$ cat src/rtl/ggcd_pkg.sv
// ggcd_pkg: shared constants, codes and defaults of the gaze gesture command detector
// no dependencies; used by the interfaces, the top level and the bench
package ggcd_pkg;

  // frame geometry defaults
  localparam int FRAME_WIDTH_DEF  = 640;
  localparam int FRAME_HEIGHT_DEF = 480;

  // pupil margins around the centre
  localparam int MARGIN_X = 5;
  localparam int MARGIN_Y = 3;

  // closed-eye toggle needs dwell plus this many frames
  localparam int TOGGLE_EXTRA = 10;

  // packed word weights
  localparam int PACK_X = 10000;
  localparam int PACK_Y = 10;

  // input and config field widths
  localparam int PUPIL_W  = 10;
  localparam int GAZE_W   = 16;
  localparam int CX_W     = 10;
  localparam int CY_W     = 9;
  localparam int FRAMES_W = 8;
  localparam int CLOSED_W = 9;
  localparam int CMD_W    = 3;

  // config port
  localparam int CFG_INDEX_W = 4;
  localparam int CFG_DATA_W  = 10;

  localparam logic [CFG_INDEX_W-1:0] REG_CENTER_X     = CFG_INDEX_W'(0);
  localparam logic [CFG_INDEX_W-1:0] REG_CENTER_Y     = CFG_INDEX_W'(1);
  localparam logic [CFG_INDEX_W-1:0] REG_DWELL_FRAMES = CFG_INDEX_W'(2);
  localparam logic [CFG_INDEX_W-1:0] REG_VOTE_FRAMES  = CFG_INDEX_W'(3);

  // register reset values
  localparam logic [CX_W-1:0]     CENTER_X_RST = CX_W'(320);
  localparam logic [CY_W-1:0]     CENTER_Y_RST = CY_W'(240);
  localparam logic [FRAMES_W-1:0] DWELL_RST    = FRAMES_W'(30);
  localparam logic [FRAMES_W-1:0] VOTE_RST     = FRAMES_W'(10);

  typedef enum logic [CMD_W-1:0] {
    CMD_NONE       = 3'd0,
    CMD_ON         = 3'd1,
    CMD_OFF        = 3'd2,
    CMD_UP_LEFT    = 3'd3,
    CMD_UP_RIGHT   = 3'd4,
    CMD_DOWN_LEFT  = 3'd5,
    CMD_DOWN_RIGHT = 3'd6
  } cmd_t;

endpackage

$ cat src/rtl/ggcd_frame_if.sv
// ggcd_frame_if: valid/ready channel carrying one camera frame word
// depends on ggcd_pkg for field widths
interface ggcd_frame_if;
  logic                                valid;
  logic                                ready;
  logic                                eye_open;
  logic [ggcd_pkg::PUPIL_W-1:0]        pupil_x;
  logic [ggcd_pkg::PUPIL_W-1:0]        pupil_y;
  logic signed [ggcd_pkg::GAZE_W-1:0]  gaze_x;
  logic signed [ggcd_pkg::GAZE_W-1:0]  gaze_y;

  modport source (output valid, eye_open, pupil_x, pupil_y, gaze_x, gaze_y, input ready);
  modport sink   (input valid, eye_open, pupil_x, pupil_y, gaze_x, gaze_y, output ready);
endinterface

$ cat src/rtl/ggcd_result_if.sv
// ggcd_result_if: valid/ready channel carrying one result word
// depends on ggcd_pkg for the command width, frame size defaults and pack weights
interface ggcd_result_if #(
  parameter int FRAME_WIDTH  = ggcd_pkg::FRAME_WIDTH_DEF,
  parameter int FRAME_HEIGHT = ggcd_pkg::FRAME_HEIGHT_DEF
);
  localparam int XW = $clog2(FRAME_WIDTH);
  localparam int YW = $clog2(FRAME_HEIGHT);
  localparam int PW = $clog2((FRAME_WIDTH - 1) * ggcd_pkg::PACK_X
                             + (FRAME_HEIGHT - 1) * ggcd_pkg::PACK_Y + 7);

  logic                         valid;
  logic                         ready;
  logic [XW-1:0]                out_x;
  logic [YW-1:0]                out_y;
  logic [ggcd_pkg::CMD_W-1:0]   command;
  logic [PW-1:0]                packed_word;

  modport source (output valid, out_x, out_y, command, packed_word, input ready);
  modport sink   (input valid, out_x, out_y, command, packed_word, output ready);
endinterface

$ cat src/rtl/gaze_gesture_command_detector_top.sv
// gaze_gesture_command_detector_top: closed-eye toggle, corner gesture voting, gaze packing
// depends on ggcd_pkg, ggcd_frame_if and ggcd_result_if
//
//   channel  dir  handshake      payload
//   frame    in   valid/ready    eye_open, pupil_x, pupil_y, gaze_x, gaze_y
//   result   out  valid/ready    out_x, out_y, command, packed_word
//   wr       in   wr_en only     wr_index, wr_data (no read-back)
//
// one frame per cycle sustained while results are taken; a frame is held in the input register,
// then all counter updates and the packed word are formed in a single pass
// into the result register, which holds an open frame's result word until the receiver takes it
// closed frames update state and produce no result word; the input register doubles as skid:
// while a result waits, a frame is taken if that register is empty or holds a closed frame
// reset (rst, synchronous) clears counters, control, pending command and both valid flags, and
// loads the register defaults
module gaze_gesture_command_detector_top #(
  parameter int FRAME_WIDTH  = ggcd_pkg::FRAME_WIDTH_DEF,
  parameter int FRAME_HEIGHT = ggcd_pkg::FRAME_HEIGHT_DEF
) (
  input  logic                               clk,
  input  logic                               rst,
  input  logic                               wr_en,
  input  logic [ggcd_pkg::CFG_INDEX_W-1:0]   wr_index,
  input  logic [ggcd_pkg::CFG_DATA_W-1:0]    wr_data,
  ggcd_frame_if.sink                         frame,
  ggcd_result_if.source                      result
);

  localparam int XW = $clog2(FRAME_WIDTH);
  localparam int YW = $clog2(FRAME_HEIGHT);
  localparam int PW = $clog2((FRAME_WIDTH - 1) * ggcd_pkg::PACK_X
                             + (FRAME_HEIGHT - 1) * ggcd_pkg::PACK_Y + 7);
  localparam int FW = ggcd_pkg::FRAMES_W;
  localparam int CW = ggcd_pkg::CLOSED_W;

  // clamp limits as signed gaze values
  localparam logic signed [ggcd_pkg::GAZE_W-1:0] X_MAX = ggcd_pkg::GAZE_W'(FRAME_WIDTH - 1);
  localparam logic signed [ggcd_pkg::GAZE_W-1:0] Y_MAX = ggcd_pkg::GAZE_W'(FRAME_HEIGHT - 1);
  localparam logic [CW-1:0] CLOSED_MAX = {CW{1'b1}};

  function automatic logic [FW-1:0] sat_inc(input logic [FW-1:0] v);
    return (v == {FW{1'b1}}) ? v : v + FW'(1);
  endfunction

  // configuration registers
  logic [ggcd_pkg::CX_W-1:0] center_x;
  logic [ggcd_pkg::CY_W-1:0] center_y;
  logic [FW-1:0]             dwell_frames;
  logic [FW-1:0]             vote_frames;

  // detector state
  logic [CW-1:0]        closed_count, closed_count_next;
  logic                 control_on, control_on_next;
  logic [FW-1:0]        left_tally, left_tally_next;
  logic [FW-1:0]        right_tally, right_tally_next;
  logic [FW-1:0]        up_tally, up_tally_next;
  logic [FW-1:0]        down_tally, down_tally_next;
  logic [FW-1:0]        keep_count, keep_count_next;
  ggcd_pkg::cmd_t       pending_command, pending_command_next;

  // input register (skid stage)
  logic                                a_valid;
  logic                                a_open;
  logic [ggcd_pkg::PUPIL_W-1:0]        a_px;
  logic [ggcd_pkg::PUPIL_W-1:0]        a_py;
  logic signed [ggcd_pkg::GAZE_W-1:0]  a_gx;
  logic signed [ggcd_pkg::GAZE_W-1:0]  a_gy;

  // result register
  logic                  r_valid;
  logic [XW-1:0]         r_x;
  logic [YW-1:0]         r_y;
  ggcd_pkg::cmd_t        r_cmd;
  logic [PW-1:0]         r_packed;

  logic          out_free;
  logic          a_fire;
  logic [CW-1:0] closed_step;
  logic [CW-1:0] toggle_at;
  logic          left_hit, right_hit, up_hit, down_hit;
  logic          l_vote, r_vote, u_vote, d_vote;
  ggcd_pkg::cmd_t res_cmd;
  logic [XW-1:0] ox;
  logic [YW-1:0] oy;
  logic [PW-1:0] packed_next;

  // closed frames never need the result register
  assign out_free    = !r_valid || result.ready;
  assign a_fire      = a_valid && (!a_open || out_free);
  assign frame.ready = !a_valid || a_fire;

  assign toggle_at = CW'(dwell_frames) + CW'(ggcd_pkg::TOGGLE_EXTRA);

  // pupil position against the centre with margins, in 11 bits so nothing wraps
  assign left_hit  = ({1'b0, a_px} + 11'(ggcd_pkg::MARGIN_X)) < 11'(center_x);
  assign right_hit = {1'b0, a_px} > (11'(center_x) + 11'(ggcd_pkg::MARGIN_X));
  assign up_hit    = ({1'b0, a_py} + 11'(ggcd_pkg::MARGIN_Y)) < 11'(center_y);
  assign down_hit  = {1'b0, a_py} > (11'(center_y) + 11'(ggcd_pkg::MARGIN_Y));

  always_comb begin
    closed_count_next    = closed_count;
    control_on_next      = control_on;
    left_tally_next      = left_tally;
    right_tally_next     = right_tally;
    up_tally_next        = up_tally;
    down_tally_next      = down_tally;
    keep_count_next      = keep_count;
    pending_command_next = pending_command;
    res_cmd              = ggcd_pkg::CMD_NONE;
    l_vote               = 1'b0;
    r_vote               = 1'b0;
    u_vote               = 1'b0;
    d_vote               = 1'b0;
    closed_step          = a_open ? '0
                         : ((closed_count == CLOSED_MAX) ? closed_count
                                                         : closed_count + CW'(1));
    if (a_fire) begin
      closed_count_next = closed_step;
      // an open frame zeroes the count, so a toggle only follows a closed frame
      if (closed_step == toggle_at) begin
        closed_count_next = '0;
        if (!control_on) begin
          control_on_next      = 1'b1;
          pending_command_next = ggcd_pkg::CMD_ON;
        end else begin
          control_on_next      = 1'b0;
          left_tally_next      = '0;
          right_tally_next     = '0;
          up_tally_next        = '0;
          down_tally_next      = '0;
          keep_count_next      = '0;
          pending_command_next = ggcd_pkg::CMD_OFF;
        end
      end
      if (a_open) begin
        if (control_on) begin
          if (left_hit)  left_tally_next  = sat_inc(left_tally);
          if (right_hit) right_tally_next = sat_inc(right_tally);
          if (up_hit)    up_tally_next    = sat_inc(up_tally);
          if (down_hit)  down_tally_next  = sat_inc(down_tally);
          keep_count_next = keep_count + FW'(1);
        end
        // votes use the tallies after this frame's increments
        l_vote = left_tally_next  >= vote_frames;
        r_vote = right_tally_next >= vote_frames;
        u_vote = up_tally_next    >= vote_frames;
        d_vote = down_tally_next  >= vote_frames;
        // end of gesture window; the check also fires with control off at zero dwell
        if (keep_count_next == dwell_frames) begin
          if (l_vote && u_vote)      pending_command_next = ggcd_pkg::CMD_UP_LEFT;
          else if (r_vote && u_vote) pending_command_next = ggcd_pkg::CMD_UP_RIGHT;
          else if (l_vote && d_vote) pending_command_next = ggcd_pkg::CMD_DOWN_LEFT;
          else if (r_vote && d_vote) pending_command_next = ggcd_pkg::CMD_DOWN_RIGHT;
          left_tally_next  = '0;
          right_tally_next = '0;
          up_tally_next    = '0;
          down_tally_next  = '0;
          keep_count_next  = '0;
        end
        res_cmd              = pending_command_next;
        pending_command_next = ggcd_pkg::CMD_NONE;
      end
    end
  end

  // gaze clamp: negative or past the frame edge goes to the last column/row
  assign ox = (a_gx[ggcd_pkg::GAZE_W-1] || (a_gx > X_MAX)) ? XW'(FRAME_WIDTH - 1)
                                                          : a_gx[XW-1:0];
  assign oy = (a_gy[ggcd_pkg::GAZE_W-1] || (a_gy > Y_MAX)) ? YW'(FRAME_HEIGHT - 1)
                                                          : a_gy[YW-1:0];

  // constant-weight products, formed in the same pass as the counter updates
  assign packed_next = PW'(ox) * PW'(ggcd_pkg::PACK_X)
                     + PW'(oy) * PW'(ggcd_pkg::PACK_Y)
                     + PW'(res_cmd);

  always_ff @(posedge clk) begin
    if (rst) begin
      center_x        <= ggcd_pkg::CENTER_X_RST;
      center_y        <= ggcd_pkg::CENTER_Y_RST;
      dwell_frames    <= ggcd_pkg::DWELL_RST;
      vote_frames     <= ggcd_pkg::VOTE_RST;
      closed_count    <= '0;
      control_on      <= 1'b0;
      left_tally      <= '0;
      right_tally     <= '0;
      up_tally        <= '0;
      down_tally      <= '0;
      keep_count      <= '0;
      pending_command <= ggcd_pkg::CMD_NONE;
      a_valid         <= 1'b0;
      r_valid         <= 1'b0;
    end else begin
      // register writes; indexes past the list are ignored
      if (wr_en) begin
        case (wr_index)
          ggcd_pkg::REG_CENTER_X:     center_x     <= wr_data[ggcd_pkg::CX_W-1:0];
          ggcd_pkg::REG_CENTER_Y:     center_y     <= wr_data[ggcd_pkg::CY_W-1:0];
          ggcd_pkg::REG_DWELL_FRAMES: dwell_frames <= wr_data[FW-1:0];
          ggcd_pkg::REG_VOTE_FRAMES:  vote_frames  <= wr_data[FW-1:0];
          default: ;
        endcase
      end
      closed_count    <= closed_count_next;
      control_on      <= control_on_next;
      left_tally      <= left_tally_next;
      right_tally     <= right_tally_next;
      up_tally        <= up_tally_next;
      down_tally      <= down_tally_next;
      keep_count      <= keep_count_next;
      pending_command <= pending_command_next;
      if (frame.ready) begin
        a_valid <= frame.valid;
      end
      if (a_fire && a_open) begin
        r_valid <= 1'b1;
      end else if (result.ready) begin
        r_valid <= 1'b0;
      end
    end
  end

  // payload registers, no reset
  always_ff @(posedge clk) begin
    if (frame.ready && frame.valid) begin
      a_open <= frame.eye_open;
      a_px   <= frame.pupil_x;
      a_py   <= frame.pupil_y;
      a_gx   <= frame.gaze_x;
      a_gy   <= frame.gaze_y;
    end
    if (a_fire && a_open) begin
      r_x      <= ox;
      r_y      <= oy;
      r_cmd    <= res_cmd;
      r_packed <= packed_next;
    end
  end

  assign result.valid       = r_valid;
  assign result.out_x       = r_x;
  assign result.out_y       = r_y;
  assign result.command     = r_cmd;
  assign result.packed_word = r_packed;

endmodule

$ cat src/flat_wrapper.sv
// flat-port wrapper written by rule: the top's interface ports become plain ports
module gaze_gesture_command_detector_top_flat 
#(
  parameter int FRAME_WIDTH  = ggcd_pkg::FRAME_WIDTH_DEF,
  parameter int FRAME_HEIGHT = ggcd_pkg::FRAME_HEIGHT_DEF
)
  (clk, rst, wr_en, wr_index, wr_data, frame_valid, frame_eye_open, frame_pupil_x, frame_pupil_y, frame_gaze_x, frame_gaze_y, frame_ready, result_valid, result_out_x, result_out_y, result_command, result_packed_word, result_ready);
  ggcd_frame_if frame_i ();
  ggcd_result_if #(.FRAME_WIDTH(FRAME_WIDTH), .FRAME_HEIGHT(FRAME_HEIGHT)) result_i ();
  input  logic clk;
  input  logic rst;
  input  logic wr_en;
  input  logic [ggcd_pkg::CFG_INDEX_W-1:0] wr_index;
  input  logic [ggcd_pkg::CFG_DATA_W-1:0] wr_data;
  input wire logic [$bits(frame_i.valid)-1:0] frame_valid;
  input wire logic [$bits(frame_i.eye_open)-1:0] frame_eye_open;
  input wire logic [$bits(frame_i.pupil_x)-1:0] frame_pupil_x;
  input wire logic [$bits(frame_i.pupil_y)-1:0] frame_pupil_y;
  input wire logic [$bits(frame_i.gaze_x)-1:0] frame_gaze_x;
  input wire logic [$bits(frame_i.gaze_y)-1:0] frame_gaze_y;
  output wire logic [$bits(frame_i.ready)-1:0] frame_ready;
  output wire logic [$bits(result_i.valid)-1:0] result_valid;
  output wire logic [$bits(result_i.out_x)-1:0] result_out_x;
  output wire logic [$bits(result_i.out_y)-1:0] result_out_y;
  output wire logic [$bits(result_i.command)-1:0] result_command;
  output wire logic [$bits(result_i.packed_word)-1:0] result_packed_word;
  input wire logic [$bits(result_i.ready)-1:0] result_ready;
  assign frame_i.valid = frame_valid;
  assign frame_i.eye_open = frame_eye_open;
  assign frame_i.pupil_x = frame_pupil_x;
  assign frame_i.pupil_y = frame_pupil_y;
  assign frame_i.gaze_x = frame_gaze_x;
  assign frame_i.gaze_y = frame_gaze_y;
  assign frame_ready = frame_i.ready;
  assign result_valid = result_i.valid;
  assign result_out_x = result_i.out_x;
  assign result_out_y = result_i.out_y;
  assign result_command = result_i.command;
  assign result_packed_word = result_i.packed_word;
  assign result_i.ready = result_ready;
  gaze_gesture_command_detector_top #(.FRAME_WIDTH(FRAME_WIDTH), .FRAME_HEIGHT(FRAME_HEIGHT)) u_core (.clk(clk), .rst(rst), .wr_en(wr_en), .wr_index(wr_index), .wr_data(wr_data), .frame(frame_i), .result(result_i));
endmodule
$ cat config.mk
export PLATFORM = sky130hd
export DESIGN_NAME = gaze_gesture_command_detector_top_flat
export DESIGN_NICKNAME = d
export VERILOG_FILES = /design/src/rtl/ggcd_pkg.sv /design/src/rtl/ggcd_frame_if.sv /design/src/rtl/ggcd_result_if.sv /design/src/rtl/gaze_gesture_command_detector_top.sv /design/src/flat_wrapper.sv
export SDC_FILE = /design/constraint.sdc
export NUM_CORES = 1
export LEC_CHECK = 0
export BUFFER_PORTS_ARGS = -buffer_cell sky130_fd_sc_hd__buf_2
export CORE_MARGIN = 2
export CORE_UTILIZATION = 35
export DETAILED_ROUTE_END_ITERATION = 12
export GPL_TIMING_DRIVEN = 0
export PLACE_DENSITY_LB_ADDON = 0.2
export RECOVER_POWER = 25
export SYNTH_ARGS = -nofsm -noshare
export SYNTH_HDL_FRONTEND = slang
export SYNTH_SLANG_ARGS = --single-unit
export TNS_END_PERCENT = 5
$ cat constraint.sdc
create_clock -name clk -period 7.3 [get_ports clk]
set_input_delay 0.365 -clock clk [delete_from_list [all_inputs] [get_ports clk]]
set_output_delay 0.365 -clock clk [all_outputs]
set_load 0.01 [all_outputs]
==> out/qor.yml <==
run_status:
  status: "finished, final reports clean"
critical_path:
  crit_cells: 31
  crit_path_max_incr_delay_ps: 530
  crit_path_end_kind: "register"
  r2r_slack_ps: 320
  rr_worst_depth: 31
  crit_fanout: 5
  endpoint: "u_core.result.packed_word[17]"
  critPathTopFamily: "compound AO/OA/AOI/OAI gates"
  critical_path_class: "reg2reg"
  reg2reg_to: "u_core.result.packed_word[17]"
  setup.worst_path.start_class: "register"
  path_buf_inv: 2
  required_ps: 7510
  crit_slowest_cell: "or4_4"
  r2r_start: "u_core.a_px[0]"
  crit_path_start: "u_core.a_px[0]"
  worstPathArrival_ps: 7190
  critPathMostFrequentCell: "o21ai_0"
placement:
  dpl_worst_slack_ps: -805
  postPlaceCellArea_um2: 14500
  gp_congestion: 0.857
  hpwl_um: 26500
  port_buffers: 118
layout:
  design_area_um2: 15600
  final_nets: 1822
  num-fill-cells: 3691
  final_core_util: 0.418
  areaGrowthSynthToFinish_pct: 18.4
  num_antenna_cells: 0
  drive_above_1_share: 0.160
pwr:
  p_per_area_nw_per_um2: 152
  ir_drop_mv: 0.149
  leakagePower_nw: 5.93
cts:
  cts_tree: "built"
  htreeDepth: 4
  clkSlewWorstSetupHoldPaths_ps: 80
  cts_max_path_buffers: 2
  postCtsHoldBufs: 0
  numCtsBuffers: 17
  clock_latency_ps: 470
  root_buffer: "clkbuf_16"
  cts.sinks: 187
die:
  dieHeight_um: 198
  num_rows: 71
  pin_count: 119
  dieArea_um2: 39200
  die_x_um: 198
  coreArea_um2: 37400
  start_util: 0.353
grt:
  antenna_found_initial: 0
  grt_start_max_net_pins: 34
  grtUsageTotal: 0.182
  grt_pass1_vias: 10600
  overflow: 0
  grt_pass1_wl_um: 55700
timing:
  hold_violations: 0
  final.setup.worst_slack_ps: 322
  worst_slew_pin_slew_ps: 1000
  rsz0062_at_grt: "yes"
  fin_crit_ps: 6980
  clock.fmax_mhz: 143
  post-route-period-util: 0.956
  fin_tns_setup_ps: 0
  slew_viol_final: 0
  slew_headroom: 0.331
  finalSetupViolations: 0
  finClkSkew_ps: 17.2
synth:
  synthArstFlopShare: 0
  synth_ff_type: "edfxtp_1"
  postSynthCellCount: 1406
  yosysSeqAreaShare: 0.357
  syn_area_per_cell_um2: 9.38
  yosysWarnings: 0
  ys_seq_elements: 187
  syn_nets: 1655
  syn_area_um2: 13200
  ys_types: 77
  synth_edf_count: 97
worst_hold_path:
  hold_path_class: "in2reg"
detailed_routing:
  routed-via-count: 10900
  routed_via_density: 5.21
  wl_um: 34800
  drc_errors: 0
  ant_nets: 0
  drtIter0Drc: 564
  first_pass_iters: 5
  wl_per_cell_um: 16.6
run:
  drv_cap: 0
-- repair_timing --
item | in CTS | in global routing
buffers inserted | 13 | 14
endpoints found under the setup margin | 14 | 13
pin swaps | 7 | 18
resized for setup | 34 | 59
endpoints found under the hold margin | 0 | 0
-- kinds of logic (layout without fill, tap and decap cells) --
kind of cell / after synthesis / in the layout / synth area share
simple gates: 445 / 445 / 0.174
mux: 41 / 41 / 0.0313
compound gates: 308 / 308 / 0.153
xor+xnor: 84 / 84 / 0.0558
buf+inv: 164 / 344 / 0.0492
flops: 187 / 187 / 0.357
fa+ha+maj: 177 / 177 / 0.179
-- layer usage --
metal  up-vias  track usage  wire length (µm)
met4         0       0.0518               521
li1       5486            -                 -
met3        35       0.0337              1470
met1      5167        0.229             15900
met2       247        0.317             16900
met5         -            0                 0
-- state kept, by name (all words and copies together), names as in the netlist, 10 cells and up, named ones only --
name                       cells
u_core.result.packed_word     23
u_core.a_gx                   16
u_core.a_gy                   16
u_core.a_px                   10
u_core.a_py                   10
u_core.center_x               10
u_core.result.out_x           10
-- cell usage after synthesis, types with 4 or more instances --
master | instances | area [µm²]
nor4_1 | 14 | 87.6
and3_1 | 18 | 113
or4_1 | 6 | 45.0
nor2b_1 | 17 | 106
xor2_1 | 23 | 201
and2_1 | 9 | 56.3
a311oi_1 | 6 | 52.6
nand3b_1 | 4 | 30.0
o2111ai_1 | 4 | 35.0
o31ai_1 | 14 | 105
o21a_1 | 11 | 82.6
a211oi_1 | 10 | 75.1
and4_1 | 6 | 52.6
o21ai_0 | 75 | 375
nand4_1 | 30 | 188
clkbuf_1 | 31 | 116
or3_1 | 15 | 93.8
o211ai_1 | 20 | 150
o21bai_1 | 7 | 52.6
edfxtp_1 | 97 | 2910
nand3_1 | 41 | 205
a22oi_1 | 4 | 30.0
xnor2_1 | 61 | 534
nand2b_1 | 17 | 106
nand4b_1 | 4 | 35.0
nor2_1 | 98 | 368
nor3b_1 | 15 | 113
inv_1 | 121 | 454
mux2i_1 | 39 | 390
nand2_1 | 99 | 372
a22o_1 | 5 | 43.8
nor3_1 | 23 | 115
fa_1 | 19 | 380
a221oi_1 | 4 | 35.0
a21o_1 | 10 | 75.1
buf_2 | 6 | 30.0
or2_2 | 20 | 125
a21oi_1 | 65 | 325
ha_1 | 158 | 1980
a31oi_1 | 27 | 169
dfxtp_1 | 90 | 1800
-- cell usage in the layout, fill, tap and decap left out, types with 19 or more instances in the layout --
cell type	n
ha_1	155
inv_1	120
nand2_1	98
edfxtp_1	97
buf_2	95
nor2_1	93
dfxtp_1	84
o21ai_0	66
a21oi_1	61
xnor2_1	61
clkbuf_1	53
nand3_1	40
mux2i_1	38
buf_4	31
nand4_1	30
xor2_1	23
a31oi_1	21
or2_2	20
o211ai_1	20
fa_1	19
-- where the power goes --
group	internal, mW	total (mW)	switching, mW	leakage (nW)
Sequential	1.14	1.15	0.0175	1.60
Combinational	0.113	0.273	0.161	4.04
Clock	0.468	0.949	0.481	0.287
-- worst reg2reg max path: cells and delay by family, from the launching register on --
family	cells	cell delay (ps)
fa+ha+maj	5	1450
flops	1	490
xor+xnor	2	290
buf+inv	2	230
compound gates	14	2550
simple gates	8	1680
-- per-stage QoR --
step	hold WS [ps]	total power, mW	cells
6_report	69.9	2.38	2097
5_1_grt	44.5	2.48	2097
4_1_cts	42.1	2.40	2084
3_5_place_dp	459	1.44	2039
3_3_place_gp	451	1.43	2035
2_1_floorplan	436	1.35	1406
-- worst min path at each step --
stage	cells after the start	to	start	slack (ps)
2_1_floorplan	2	u_core.center_y[3]	u_core.center_y[3]	440
3_3_place_gp	2	u_core.center_y[8]	u_core.center_y[8]	450
3_5_place_dp	2	u_core.center_y[3]	u_core.center_y[3]	460
4_1_cts	1	u_core.a_gy[11]	frame_gaze_y[11]	40
5_1_grt	1	u_core.a_gy[9]	frame_gaze_y[9]	40
6_report	1	u_core.a_gy[9]	frame_gaze_y[9]	70
-- cell type report --
cell class | count | area (µm²) | area share
Tap cell | 511 | 639 | 0.0409
Clock buffer | 17 | 425 | 0.0272
Inverter | 122 | 458 | 0.0293
Clock inverter | 15 | 150 | 0.00962
Multi-Input combinational cell | 1055 | 8170 | 0.523
Buffer | 41 | 211 | 0.0135
Timing Repair Buffer | 149 | 835 | 0.0534
Sequential cell | 187 | 4720 | 0.303
Power figures use the tool's default switching activity.
